`config.mk`:
```
export PLATFORM = sky130hd
export DESIGN_NAME = min_eviction_tally_table_top_flat
export DESIGN_NICKNAME = d
export VERILOG_FILES = /design/src/design/met_pkg.sv /design/src/design/met_req_if.sv /design/src/design/met_rsp_if.sv /design/src/design/met_bump.sv /design/src/design/min_eviction_tally_table_top.sv /design/src/flat_wrapper.sv
export SDC_FILE = /design/constraint.sdc
export NUM_CORES = 2
export LEC_CHECK = 0
export ABC_CLOCK_PERIOD_IN_PS = 12350
export BUFFER_PORTS_ARGS = -buffer_cell sky130_fd_sc_hd__buf_2
export CAP_MARGIN = 40
export CORE_MARGIN = 2
export CORE_UTILIZATION = 50
export DETAILED_ROUTE_END_ITERATION = 10
export PLACE_DENSITY = 0.66
export REMOVE_ABC_BUFFERS = 1
export SYNTH_ARGS = -nofsm -noshare
export SYNTH_HDL_FRONTEND = slang
export SYNTH_SLANG_ARGS = --single-unit
```
`constraint.sdc`:
```
create_clock -name i_clk -period 12.35 [get_ports i_clk]
set_input_delay 2.47 -clock i_clk [delete_from_list [all_inputs] [get_ports i_clk]]
set_output_delay 2.47 -clock i_clk [all_outputs]
set_load 0.03 [all_outputs]
```
`src/design/met_pkg.sv`:
```
// Package for the minimum-eviction tally table: sizes, codes and payload types.
// Depends on nothing; every other file of the block uses it.
`timescale 1ns / 1ps

package met_pkg;

    localparam int TABLE_ENTRIES = 16;
    localparam int IDX_W         = (TABLE_ENTRIES > 1) ? $clog2(TABLE_ENTRIES) : 1;
    localparam int CNT_W         = $clog2(TABLE_ENTRIES + 1);

    localparam int KEY_W  = 16;
    localparam int AMT_W  = 24;
    localparam int TOT_W  = 40;
    localparam int HIT_W  = 24;
    localparam int RIDX_W = 4;
    localparam int SLOT_W = 4;
    localparam int LIVE_W = 5;
    localparam int CMP_W  = (CNT_W > RIDX_W) ? CNT_W : RIDX_W;

    typedef enum logic [1:0] {
        OP_ADD   = 2'd0,
        OP_CLEAR = 2'd1,
        OP_READ  = 2'd2,
        OP_NOP   = 2'd3
    } t_op;

    typedef enum logic [2:0] {
        ACT_MATCH   = 3'd0,
        ACT_NEW     = 3'd1,
        ACT_MERGE   = 3'd2,
        ACT_REPLACE = 3'd3,
        ACT_NONE    = 3'd4
    } t_action;

    typedef struct packed {
        t_op                operation;
        logic [KEY_W-1:0]   source_key;
        logic [KEY_W-1:0]   attack_key;
        logic [AMT_W-1:0]   amount;
        logic [RIDX_W-1:0]  read_index;
    } t_req;

    typedef struct packed {
        logic [SLOT_W-1:0]  slot;
        t_action            action;
        logic               entry_valid;
        logic [KEY_W-1:0]   entry_source;
        logic [KEY_W-1:0]   entry_attack;
        logic [TOT_W-1:0]   entry_total;
        logic [HIT_W-1:0]   entry_hits;
        logic [LIVE_W-1:0]  entry_count;
    } t_rsp;

    typedef struct packed {
        logic [KEY_W-1:0]   src;
        logic [KEY_W-1:0]   atk;
        logic [TOT_W-1:0]   total;
        logic [HIT_W-1:0]   hits;
    } t_entry;

endpackage

```
`src/design/met_req_if.sv`:
```
// Request channel of the tally table: valid, ready and one request payload.
// Depends on met_pkg.
`timescale 1ns / 1ps

interface met_req_if;
    logic          valid;
    logic          ready;
    met_pkg::t_req req;

    modport source (output valid, output req, input ready);
    modport sink   (input valid, input req, output ready);
endinterface

```
`src/design/met_rsp_if.sv`:
```
// Response channel of the tally table: valid, ready and one response payload.
// Depends on met_pkg.
`timescale 1ns / 1ps

interface met_rsp_if;
    logic          valid;
    logic          ready;
    met_pkg::t_rsp rsp;

    modport source (output valid, output rsp, input ready);
    modport sink   (input valid, input rsp, output ready);
endinterface

```
`src/design/met_bump.sv`:
```
// Saturating accumulate of one table entry: adds an amount to the total and
// counts one hit. Depends on met_pkg.
`timescale 1ns / 1ps

module met_bump (
    input  met_pkg::t_entry                 i_entry,
    input  logic [met_pkg::AMT_W-1:0]       i_amount,
    output met_pkg::t_entry                 o_entry
);

    logic [met_pkg::TOT_W:0] w_sum;

    assign w_sum = {1'b0, i_entry.total} + (met_pkg::TOT_W + 1)'(i_amount);

    always_comb begin
        o_entry       = i_entry;
        o_entry.total = w_sum[met_pkg::TOT_W] ? {met_pkg::TOT_W{1'b1}}
                                              : w_sum[met_pkg::TOT_W-1:0];
        o_entry.hits  = (&i_entry.hits) ? i_entry.hits : i_entry.hits + 1'b1;
    end

endmodule

```
`src/design/min_eviction_tally_table_top.sv`:
```
// Top level of the minimum-eviction tally table: entry memory, scan sequencer
// and response register. Depends on met_pkg, met_req_if, met_rsp_if, met_bump.
//
//   channel  dir  payload  handshake
//   i_req    in   t_req    valid/ready, taken when both high
//   o_rsp    out  t_rsp    valid/ready, taken when both high
//
// An add request scans the live entries through one registered memory read
// port and one key/total comparator, one entry a cycle, and stops early on a
// key match. i_req.ready stays low from acceptance until the response is
// loaded. Read, clear and unused requests skip the scan and go straight to
// the response step. Only one request is in flight; i_req.ready is high in
// the idle state. The response register frees the sequencer once filled, and
// a stalled o_rsp holds the final step. Reset clears the state, live count,
// scan index, flags and response valid, not the entry memory or payload.
`timescale 1ns / 1ps

module min_eviction_tally_table_top (
    input  logic        i_clk,
    input  logic        i_rst_n,
    met_req_if.sink     i_req,
    met_rsp_if.source   o_rsp
);

    typedef enum logic [4:0] {
        S_IDLE   = 5'b00001,
        S_SCAN   = 5'b00010,
        S_UPDATE = 5'b00100,
        S_RDOUT  = 5'b01000,
        S_MISC   = 5'b10000
    } t_state;

    t_state                          r_state;
    met_pkg::t_req                   r_req;
    logic [met_pkg::CNT_W-1:0]       r_live;
    logic [met_pkg::CNT_W-1:0]       r_idx;
    logic                            r_pend;
    logic [met_pkg::IDX_W-1:0]       r_pend_idx;
    logic                            r_found;
    logic [met_pkg::IDX_W-1:0]       r_sel_idx;
    met_pkg::t_entry                 r_sel;
    logic [met_pkg::IDX_W-1:0]       r_min_idx;
    met_pkg::t_entry                 r_min;
    met_pkg::t_entry                 r_rd_data;
    met_pkg::t_entry                 r_mem [met_pkg::TABLE_ENTRIES];
    logic                            r_out_valid;
    met_pkg::t_rsp                   r_rsp;

    logic                            w_accept;
    logic                            w_out_free;
    logic                            w_rsp_load;
    logic                            w_issue;
    logic [met_pkg::IDX_W-1:0]       w_rd_addr;
    logic                            w_key_hit;
    logic                            w_less;
    met_pkg::t_entry                 w_base;
    met_pkg::t_entry                 w_bumped;
    met_pkg::t_entry                 w_fresh;
    met_pkg::t_entry                 w_upd;
    logic [met_pkg::IDX_W-1:0]       w_upd_slot;
    met_pkg::t_action                w_upd_act;
    logic [met_pkg::CNT_W-1:0]       w_upd_live;
    logic                            w_we;
    logic                            w_rd_valid;

    assign i_req.ready = (r_state == S_IDLE);
    assign w_accept    = i_req.valid && i_req.ready;
    assign w_out_free  = !r_out_valid || o_rsp.ready;
    assign w_rsp_load  = ((r_state == S_UPDATE) || (r_state == S_RDOUT)
                       || (r_state == S_MISC)) && w_out_free;
    assign o_rsp.valid = r_out_valid;
    assign o_rsp.rsp   = r_rsp;

    assign w_issue   = (r_state == S_SCAN) && !r_found && (r_idx < r_live);
    assign w_rd_addr = (r_state == S_IDLE)  ? met_pkg::IDX_W'(i_req.req.read_index)
                     : (r_state == S_RDOUT) ? met_pkg::IDX_W'(r_req.read_index)
                                            : r_idx[met_pkg::IDX_W-1:0];

    assign w_key_hit = (r_rd_data.src == r_req.source_key)
                    && (r_rd_data.atk == r_req.attack_key);
    assign w_less    = (r_pend_idx == '0) || (r_rd_data.total < r_min.total);

    assign w_base  = r_found ? r_sel : r_min;
    assign w_fresh = '{src: r_req.source_key, atk: r_req.attack_key,
                       total: met_pkg::TOT_W'(r_req.amount),
                       hits: met_pkg::HIT_W'(1)};

    met_bump u_bump (
        .i_entry  (w_base),
        .i_amount (r_req.amount),
        .o_entry  (w_bumped)
    );

    always_comb begin
        w_upd_live = r_live;
        if (r_found) begin
            w_upd_act  = met_pkg::ACT_MATCH;
            w_upd_slot = r_sel_idx;
            w_upd      = w_bumped;
        end else if (r_live < met_pkg::CNT_W'(met_pkg::TABLE_ENTRIES)) begin
            w_upd_act  = met_pkg::ACT_NEW;
            w_upd_slot = r_live[met_pkg::IDX_W-1:0];
            w_upd      = w_fresh;
            w_upd_live = r_live + 1'b1;
        end else if (r_min.total >= met_pkg::TOT_W'(r_req.amount)) begin
            w_upd_act  = met_pkg::ACT_MERGE;
            w_upd_slot = r_min_idx;
            w_upd      = w_bumped;
        end else begin
            w_upd_act  = met_pkg::ACT_REPLACE;
            w_upd_slot = r_min_idx;
            w_upd      = w_fresh;
        end
    end

    assign w_we       = (r_state == S_UPDATE) && w_out_free;
    assign w_rd_valid = met_pkg::CMP_W'(r_req.read_index) < met_pkg::CMP_W'(r_live);

    always_ff @(posedge i_clk) begin
        if (w_we) begin
            r_mem[w_upd_slot] <= w_upd;
        end
        r_rd_data <= r_mem[w_rd_addr];
    end

    always_ff @(posedge i_clk) begin
        if (!i_rst_n) begin
            r_state     <= S_IDLE;
            r_live      <= '0;
            r_idx       <= '0;
            r_pend      <= 1'b0;
            r_found     <= 1'b0;
            r_out_valid <= 1'b0;
        end else begin
            r_pend <= w_issue;
            if (w_rsp_load) begin
                r_out_valid <= 1'b1;
            end else if (o_rsp.ready) begin
                r_out_valid <= 1'b0;
            end
            case (r_state)
                S_IDLE: begin
                    if (w_accept) begin
                        r_req   <= i_req.req;
                        r_idx   <= '0;
                        r_found <= 1'b0;
                        case (i_req.req.operation)
                            met_pkg::OP_ADD:  r_state <= S_SCAN;
                            met_pkg::OP_READ: r_state <= S_RDOUT;
                            default:          r_state <= S_MISC;
                        endcase
                    end
                end
                S_SCAN: begin
                    if (w_issue) begin
                        r_idx      <= r_idx + 1'b1;
                        r_pend_idx <= r_idx[met_pkg::IDX_W-1:0];
                    end
                    if (r_pend && !r_found) begin
                        if (w_key_hit) begin
                            r_found   <= 1'b1;
                            r_sel_idx <= r_pend_idx;
                            r_sel     <= r_rd_data;
                        end
                        if (w_less) begin
                            r_min_idx <= r_pend_idx;
                            r_min     <= r_rd_data;
                        end
                    end
                    if (!w_issue && !r_pend) begin
                        r_state <= S_UPDATE;
                    end
                end
                S_UPDATE: begin
                    if (w_out_free) begin
                        r_live                  <= w_upd_live;
                        r_rsp.slot              <= met_pkg::SLOT_W'(w_upd_slot);
                        r_rsp.action            <= w_upd_act;
                        r_rsp.entry_valid       <= 1'b1;
                        r_rsp.entry_source      <= w_upd.src;
                        r_rsp.entry_attack      <= w_upd.atk;
                        r_rsp.entry_total       <= w_upd.total;
                        r_rsp.entry_hits        <= w_upd.hits;
                        r_rsp.entry_count       <= met_pkg::LIVE_W'(w_upd_live);
                        r_state                 <= S_IDLE;
                    end
                end
                S_RDOUT: begin
                    if (w_out_free) begin
                        r_rsp.slot              <= met_pkg::SLOT_W'(r_req.read_index);
                        r_rsp.action            <= met_pkg::ACT_NONE;
                        r_rsp.entry_valid       <= w_rd_valid;
                        r_rsp.entry_source      <= w_rd_valid ? r_rd_data.src : '0;
                        r_rsp.entry_attack      <= w_rd_valid ? r_rd_data.atk : '0;
                        r_rsp.entry_total       <= w_rd_valid ? r_rd_data.total : '0;
                        r_rsp.entry_hits        <= w_rd_valid ? r_rd_data.hits : '0;
                        r_rsp.entry_count       <= met_pkg::LIVE_W'(r_live);
                        r_state                 <= S_IDLE;
                    end
                end
                S_MISC: begin
                    if (w_out_free) begin
                        if (r_req.operation == met_pkg::OP_CLEAR) begin
                            r_live <= '0;
                        end
                        r_rsp.slot              <= '0;
                        r_rsp.action            <= met_pkg::ACT_NONE;
                        r_rsp.entry_valid       <= 1'b0;
                        r_rsp.entry_source      <= '0;
                        r_rsp.entry_attack      <= '0;
                        r_rsp.entry_total       <= '0;
                        r_rsp.entry_hits        <= '0;
                        r_rsp.entry_count       <= (r_req.operation == met_pkg::OP_CLEAR)
                                                   ? '0 : met_pkg::LIVE_W'(r_live);
                        r_state                 <= S_IDLE;
                    end
                end
                default: begin
                    r_state <= S_IDLE;
                end
            endcase
        end
    end

    a_live_bound: assert property (@(posedge i_clk) disable iff (!i_rst_n)
        r_live <= met_pkg::CNT_W'(met_pkg::TABLE_ENTRIES))
        else $error("live count beyond table size");

    a_pend_live: assert property (@(posedge i_clk) disable iff (!i_rst_n)
        r_pend |-> (met_pkg::CNT_W'(r_pend_idx) < r_live))
        else $error("scan compare on an entry that is not live");

    a_update_rsp: assert property (@(posedge i_clk) disable iff (!i_rst_n)
        (o_rsp.valid && (r_rsp.action == met_pkg::ACT_MATCH
                      || r_rsp.action == met_pkg::ACT_NEW
                      || r_rsp.action == met_pkg::ACT_MERGE
                      || r_rsp.action == met_pkg::ACT_REPLACE))
        |-> (r_rsp.entry_valid && (r_rsp.entry_hits != '0)
             && (r_rsp.entry_count != '0)))
        else $error("update response without a live counted entry");

endmodule

```
`src/flat_wrapper.sv`:
```
// flat-port wrapper written by rule: the top's interface ports become plain ports
module min_eviction_tally_table_top_flat 
  (i_clk, i_rst_n, i_req_valid, i_req_req, i_req_ready, o_rsp_valid, o_rsp_rsp, o_rsp_ready);
  met_req_if i_req_i ();
  met_rsp_if o_rsp_i ();
  input  logic i_clk;
  input  logic i_rst_n;
  input wire logic [$bits(i_req_i.valid)-1:0] i_req_valid;
  input wire logic [$bits(i_req_i.req)-1:0] i_req_req;
  output wire logic [$bits(i_req_i.ready)-1:0] i_req_ready;
  output wire logic [$bits(o_rsp_i.valid)-1:0] o_rsp_valid;
  output wire logic [$bits(o_rsp_i.rsp)-1:0] o_rsp_rsp;
  input wire logic [$bits(o_rsp_i.ready)-1:0] o_rsp_ready;
  assign i_req_i.valid = i_req_valid;
  assign i_req_i.req = i_req_req;
  assign i_req_ready = i_req_i.ready;
  assign o_rsp_valid = o_rsp_i.valid;
  assign o_rsp_rsp = o_rsp_i.rsp;
  assign o_rsp_i.ready = o_rsp_ready;
  min_eviction_tally_table_top u_core (.i_clk(i_clk), .i_rst_n(i_rst_n), .i_req(i_req_i), .o_rsp(o_rsp_i));
endmodule
```
Word level (Yosys, flattened, before mapping):

Memory sizes are Yosys's and may differ from the RTL's. A register that Yosys moved wholly into a read port is not among the register bits.
Cells that the tools add are included.

* add/sub/neg operators: 4
* magnitude comparators: 5
* equality and inequality tests: 18
* muxes and demuxes: 43
* reduce and logical (&&, ||, !) cells: 33

Operators with widths (number)
* $mux 96: 4
* $mux 109: 3
* $pmux 109 s3: 1
* $mux 40: 2
* $mux 5: 10
* $mux 24: 2
* $add 40x24->41: 1
* $ge 40x24->1: 1
* $lt 40x40->1: 1
* $eq 16x16->1: 2
* $mux 16: 2
* $pmux 5 s2: 3
* $add 24x1->24 const B: 1
* $reduce_and 24->1: 1
* $mux 4: 4
* $pmux 5 s3: 1
* $reduce_and 3->1: 5
* $ne 2x1->1 const B: 6
* $reduce_and 4->1: 3
* $add 5x1->5 const B: 2
* $logic_and 1x1->1: 8
* $mux 1: 8
* $mux 3: 2
* $ne 2x2->1 const B: 3
* other kinds (19): 27

* bits in registers: 393
* RAM bits: 1536
* input bits: 66
* output and inout bits: 111
* logic and storage cells: 134
* memories: 1

Memories
* u_core.r_mem: words 16, bits a word 96, rd ports 1, clocked after Yosys merged registers in 1, write ports 1, line min_eviction_tally_table_top.sv:45 `met_pkg::t_entry r_mem [met_pkg::TABLE_ENTRIES];`

Logic depth before layout (Yosys ltp):

* depth after elaboration: 8
* mapped depth: 21
* depth with buffers taken out: 12

By module:

Synthesis repeated with hierarchy kept, for this count alone.

* cells, all modules: 5499
* area total of the unflattened synthesis: 82740.6 µm²

Modules (own cells, without submodules)
* min_eviction_tally_table_top: instances 1, cells each 5140, area an instance 80285.8 µm², sequential area each 59667.2 µm²
* met_bump: instances 1, cells each 359, area an instance 2454.9 µm², sequential area each 0.0 µm²

Worst setup path after synthesis:

OpenSTA, ideal clock, no wires.

* kind: input -> register
* start: in i_rst_n
* end: reg u_core.r_min[0] (netlist bit), enable pin
* library setup time: 697 ps
* data arrival time: 9593 ps
* required time: 11653 ps
* slack: 2061 ps
* stages on the path: 2
* buffers on the path: 0
* cell sequence: nand3_1 o21ai_0

* cells in the longest elaborated chain, start to end: 1

RTL lines
* from (decl): line flat_wrapper.sv:7 `input logic i_rst_n;`
* $reduce_and 4->1 (no line)
* to (signal assigned): line min_eviction_tally_table_top.sv:167 `r_min <= r_rd_data;`
* to (decl): line min_eviction_tally_table_top.sv:43 `met_pkg::t_entry r_min;`

Every way passes these cells.
A chain may end at the register's enable or synchronous reset.

==> results.toml <==
[power]
cellPowerDensity_mw_per_mm2 = 192
power.leakage_nw = 31.3
worst_ir_drop_vdd_mv = 0.171

[synthesis]
syn-cell-area_sq_mm = 0.0798
syn-mean-instance-area_sq_um = 16.1
synth.top_cell.area_share = 0.719
synth_adder_area_share = 0.0155
synth_xor_xnor_area_share = 0.00954
ys_top_cells_by_count = "edfxtp_1, nand2_1, nor2_1"
synth_area_leader_cell = "edfxtp_1"
synth-async-reset-ratio = 0
yosysSeqAreaShare = 0.747
synthCells = 4959
synth_top_family_by_area = "simple AND/OR/NAND/NOR gates"
yosys_most_used_dff = "edfxtp_1"
synth_compound_gate_area_share = 0.0559
synthesized_flop_and_latch_total = 2025
synth.mux.area_fraction = 0.0764
synth.distinct_cells = 81
number_of_flops_mapped_to_enable_cells_by_yosys = 1911
post-synth-top-count-cell = "edfxtp_1"
ys.warnings.count = 0
synth_area_leaders = "edfxtp_1, mux4_2, nand2_1"
synth_simple_gate_area_frac = 0.0778

[layout]
fillCellCount = 12100
diodes = 0
register_area_sq_mm = 0.0597
num-nets-final = 5421
fraction_of_final_layout_cells_sized_beyond_drive_strength_1 = 0.164
combined_area_of_the_multi_input_logic_cells_sq_mm = 0.0190
fin_cells = 7505
area_growth_from_synthesis_to_final_layout_pct = 13.9

[critical_path]
crit_family = "compound AO/OA/AOI/OAI gates"
rr_worst_depth = 14
cpPeakStageDelay_ns = 0.73
crit_type = "reg2reg"
end_kind = "flop"
path_common_cell = "buf_4"
rr_endpoint = "u_core.o_rsp.rsp[51]"
path_cells = "buf_4 > nand2_1 > o21ai_0 > ha_1 > fa_1 > a21o_1 > a221o_1 > o2bb2ai_1 > o211ai_2 > a2111oi_4 > buf_4 > or2_1 > a2bb2oi_2 > a22o_1"
slowest_stage_cell_on_the_critical_path = "buf_4"
r2r_start = "u_core.r_found"
critPathMaxFanout = 49
rrSetupSlack_ns = 6.57
arrival_ns = 6.42
crit_path_start_kind = "flop"
worst-endpoint-required_ns = 13.00
timing.critical_path.buf_inv = 2

[clock_network]
cts_hold_buf = 0
htreeDepth = 4
clock_latency_late_sink_ns = 0.86
cts.sinks = 2025
clock_tree_from_tritoncts = "built"
postCtsSetupBuffers = 0
clkTransAtPathRegs_ns = 0.06
cts-root-to-sink-buffers = 3
cts.root.buffer_cell = "clkbuf_16"
cts_resized = 0
clock_buffers_created_by_tritoncts = 202

[place]
dp_worst_setup_slack_ns = 5.83
placedCellCount = 7121
dp.final_hpwl_um = 114000
place_congestion = 0.868
portBuffers = 176

[route]
avgViaCountPerCell = 6.11
dr.pass1.iters = 5
postRouteWirelength_um = 210000
drtIter0Drc = 5404
total_via_count_after_detailed_routing = 45800
postRouteAntennaNets = 0
post_drt_wl_per_cell_um = 27.9
route.detailed.drc = 0

[grt]
global_route.overflow_total = 0
first_global_vias = 44300
grt_usage = 0.255
maximum_number_of_pins_on_one_net_before_global_route_repair = 162
global_route_wire_length_before_repair_um = 303000
antenna_found_initial = 3

[timing]
rsz_0062_raised_after_global_routing = "no"
clock.fmax_ghz = 0.173
setup_slack_ns = 6.57
final_period_minus_worst_setup_slack_ns = 5.78
finalHoldViolations = 0
drv_slew = 0
clock_skew_ns = 0.0621
tcrit_tclk_final = 0.468
tightest_slew_ns = 1.01
setup_viol = 0
slew_headroom = 0.328

[hold_path]
worst_hold_class = "reg2reg"
min_delay_worst_endpoint = "u_core.r_min_idx[1]"
min_delay_path_depth = 0
min_from = "u_core.r_pend_idx[1]"

[floorplan]
dieHeight_um = 404
core_area_sq_mm = 0.159
initial_core_util = 0.504
rows = 146
number_of_top_level_pins = 177
die_x_um = 404
design.die.area_sq_mm = 0.163

[flow_run]
cap_viol_max_count = 0

[run_status]
run_status = "completed"
[where the power goes]
part	switching (mW)	total (mW)	internal, mW
clock	2.61	6.14	3.53
combinational	2.00	3.22	1.21
sequential	0.287	8.11	7.82
[final cells by class]
cell class                 instances  share of cell area
clock inverter                    85              0.0105
tap                             2072              0.0285
multi-input combinational       2604               0.209
clock buffer                     295              0.0634
timing repair buffer             344              0.0289
sequential                      2025               0.656
inverter                          80             0.00330
[cell families (layout without fill, tap and decap cells)]
| logic type | after synthesis | count (layout) |
|---|---|---|
| multiplexers | 368 | 368 |
| XOR/XNOR | 87 | 87 |
| adder cells (fa/ha/maj) | 98 | 98 |
| AND/OR/NAND/NOR | 1446 | 1446 |
| buffers and inverters | 330 | 804 |
| AO/OA/AOI/OAI | 605 | 605 |
| flip-flops | 2025 | 2025 |
[worst max-delay path by stage]
| stage | startpoint | to | slack (ns) | cells past startpoint |
|---|---|---|---|---|
| after detailed placement | o_rsp_ready | u_core.r_mem[3][27] | 5.83 | 8 |
| after floorplan | i_req_req[0] | u_core.r_rd_data[94] | -7.60 | 5 |
| after CTS | u_core.r_found | u_core.r_mem[0][47] | 6.50 | 14 |
| after global routing | u_core.r_found | u_core.o_rsp.rsp[51] | 6.31 | 14 |
| after global placement | o_rsp_ready | u_core.r_mem[3][26] | 5.86 | 8 |
| final | u_core.r_found | u_core.o_rsp.rsp[51] | 6.57 | 14 |
[layer usage]
layer / wire length, um / track usage
met1: 87400 / 0.369
met2: 99300 / 0.405
met3: 18200 / 0.0434
met4: 4810 / 0.0656
met5: 0 / 0
[cell usage in the layout, fill, tap and decap left out, types with 8 or more instances in the layout]
| cell type | instances |
|---|---|
| edfxtp_1 | 1911 |
| nand2_1 | 741 |
| nor2_1 | 286 |
| nand3_1 | 219 |
| clkbuf_16 | 204 |
| mux4_2 | 192 |
| buf_2 | 177 |
| mux2i_1 | 166 |
| buf_4 | 135 |
| o21ai_0 | 129 |
| dfxtp_1 | 113 |
| a32oi_1 | 101 |
| o2111ai_1 | 97 |
| ha_1 | 97 |
| a21oi_1 | 81 |
| inv_1 | 79 |
| a22o_1 | 63 |
| xnor2_1 | 59 |
| clkbuf_1 | 59 |
| nand4_1 | 36 |
| a21o_1 | 32 |
| clkbuf_8 | 32 |
| clkinv_1 | 31 |
| xor2_1 | 28 |
| nor3_1 | 27 |
| nor2b_1 | 22 |
| nor2_4 | 18 |
| clkinv_2 | 18 |
| nand2b_1 | 16 |
| buf_12 | 16 |
| buf_16 | 14 |
| bufinv_16 | 13 |
| and3_1 | 12 |
| a211oi_1 | 11 |
| nor4_1 | 10 |
| mux2_2 | 10 |
| and2_1 | 10 |
| a31oi_1 | 8 |
[sequential cells by signal (all words and copies together), names as in the netlist]
| name | count |
|---|---|
| u_core.r_pend | 1 |
| u_core.r_found | 1 |
| u_core.r_req | 62 |
| u_core.o_rsp.valid | 1 |
| u_core.r_mem | 1536 |
| u_core.r_idx | 5 |
| u_core.o_rsp.rsp | 109 |
| u_core.r_sel_idx | 4 |
| u_core.r_rd_data | 96 |
| u_core.r_min_idx | 4 |
| u_core.r_state | 5 |
| u_core.r_sel | 96 |
| u_core.r_pend_idx | 4 |
| u_core.r_min | 96 |
| u_core.r_live | 5 |
[worst register-to-register path, delay by kind of cell (launching register included)]
family	cells	cell delay, ns
AOI/OAI and AO/OA	8	2.69
DFF	1	0.64
buffers and inverters	2	1.08
adders and majority gates	2	0.49
and+or+nand+nor	2	0.69
[per-stage QoR]
| step | instance area [sq um] | utilization | setup TNS (ns) | power, mW | hold slack [ns] |
|---|---|---|---|---|---|
| global placement | 83400 | 0.526 | 0 | 11.3 | 0.456 |
| finish | 90900 | 0.573 | 0 | 17.5 | 0.469 |
| global route | 90900 | 0.573 | 0 | 18.1 | 0.490 |
| CTS | 90900 | 0.573 | 0 | 17.6 | 0.467 |
| detailed placement | 84200 | 0.531 | 0 | 11.5 | 0.454 |
| floorplan | 78700 | - | -727.70 | 11.1 | 0.425 |
No activity file was read; power rests on OpenSTA's default activity.
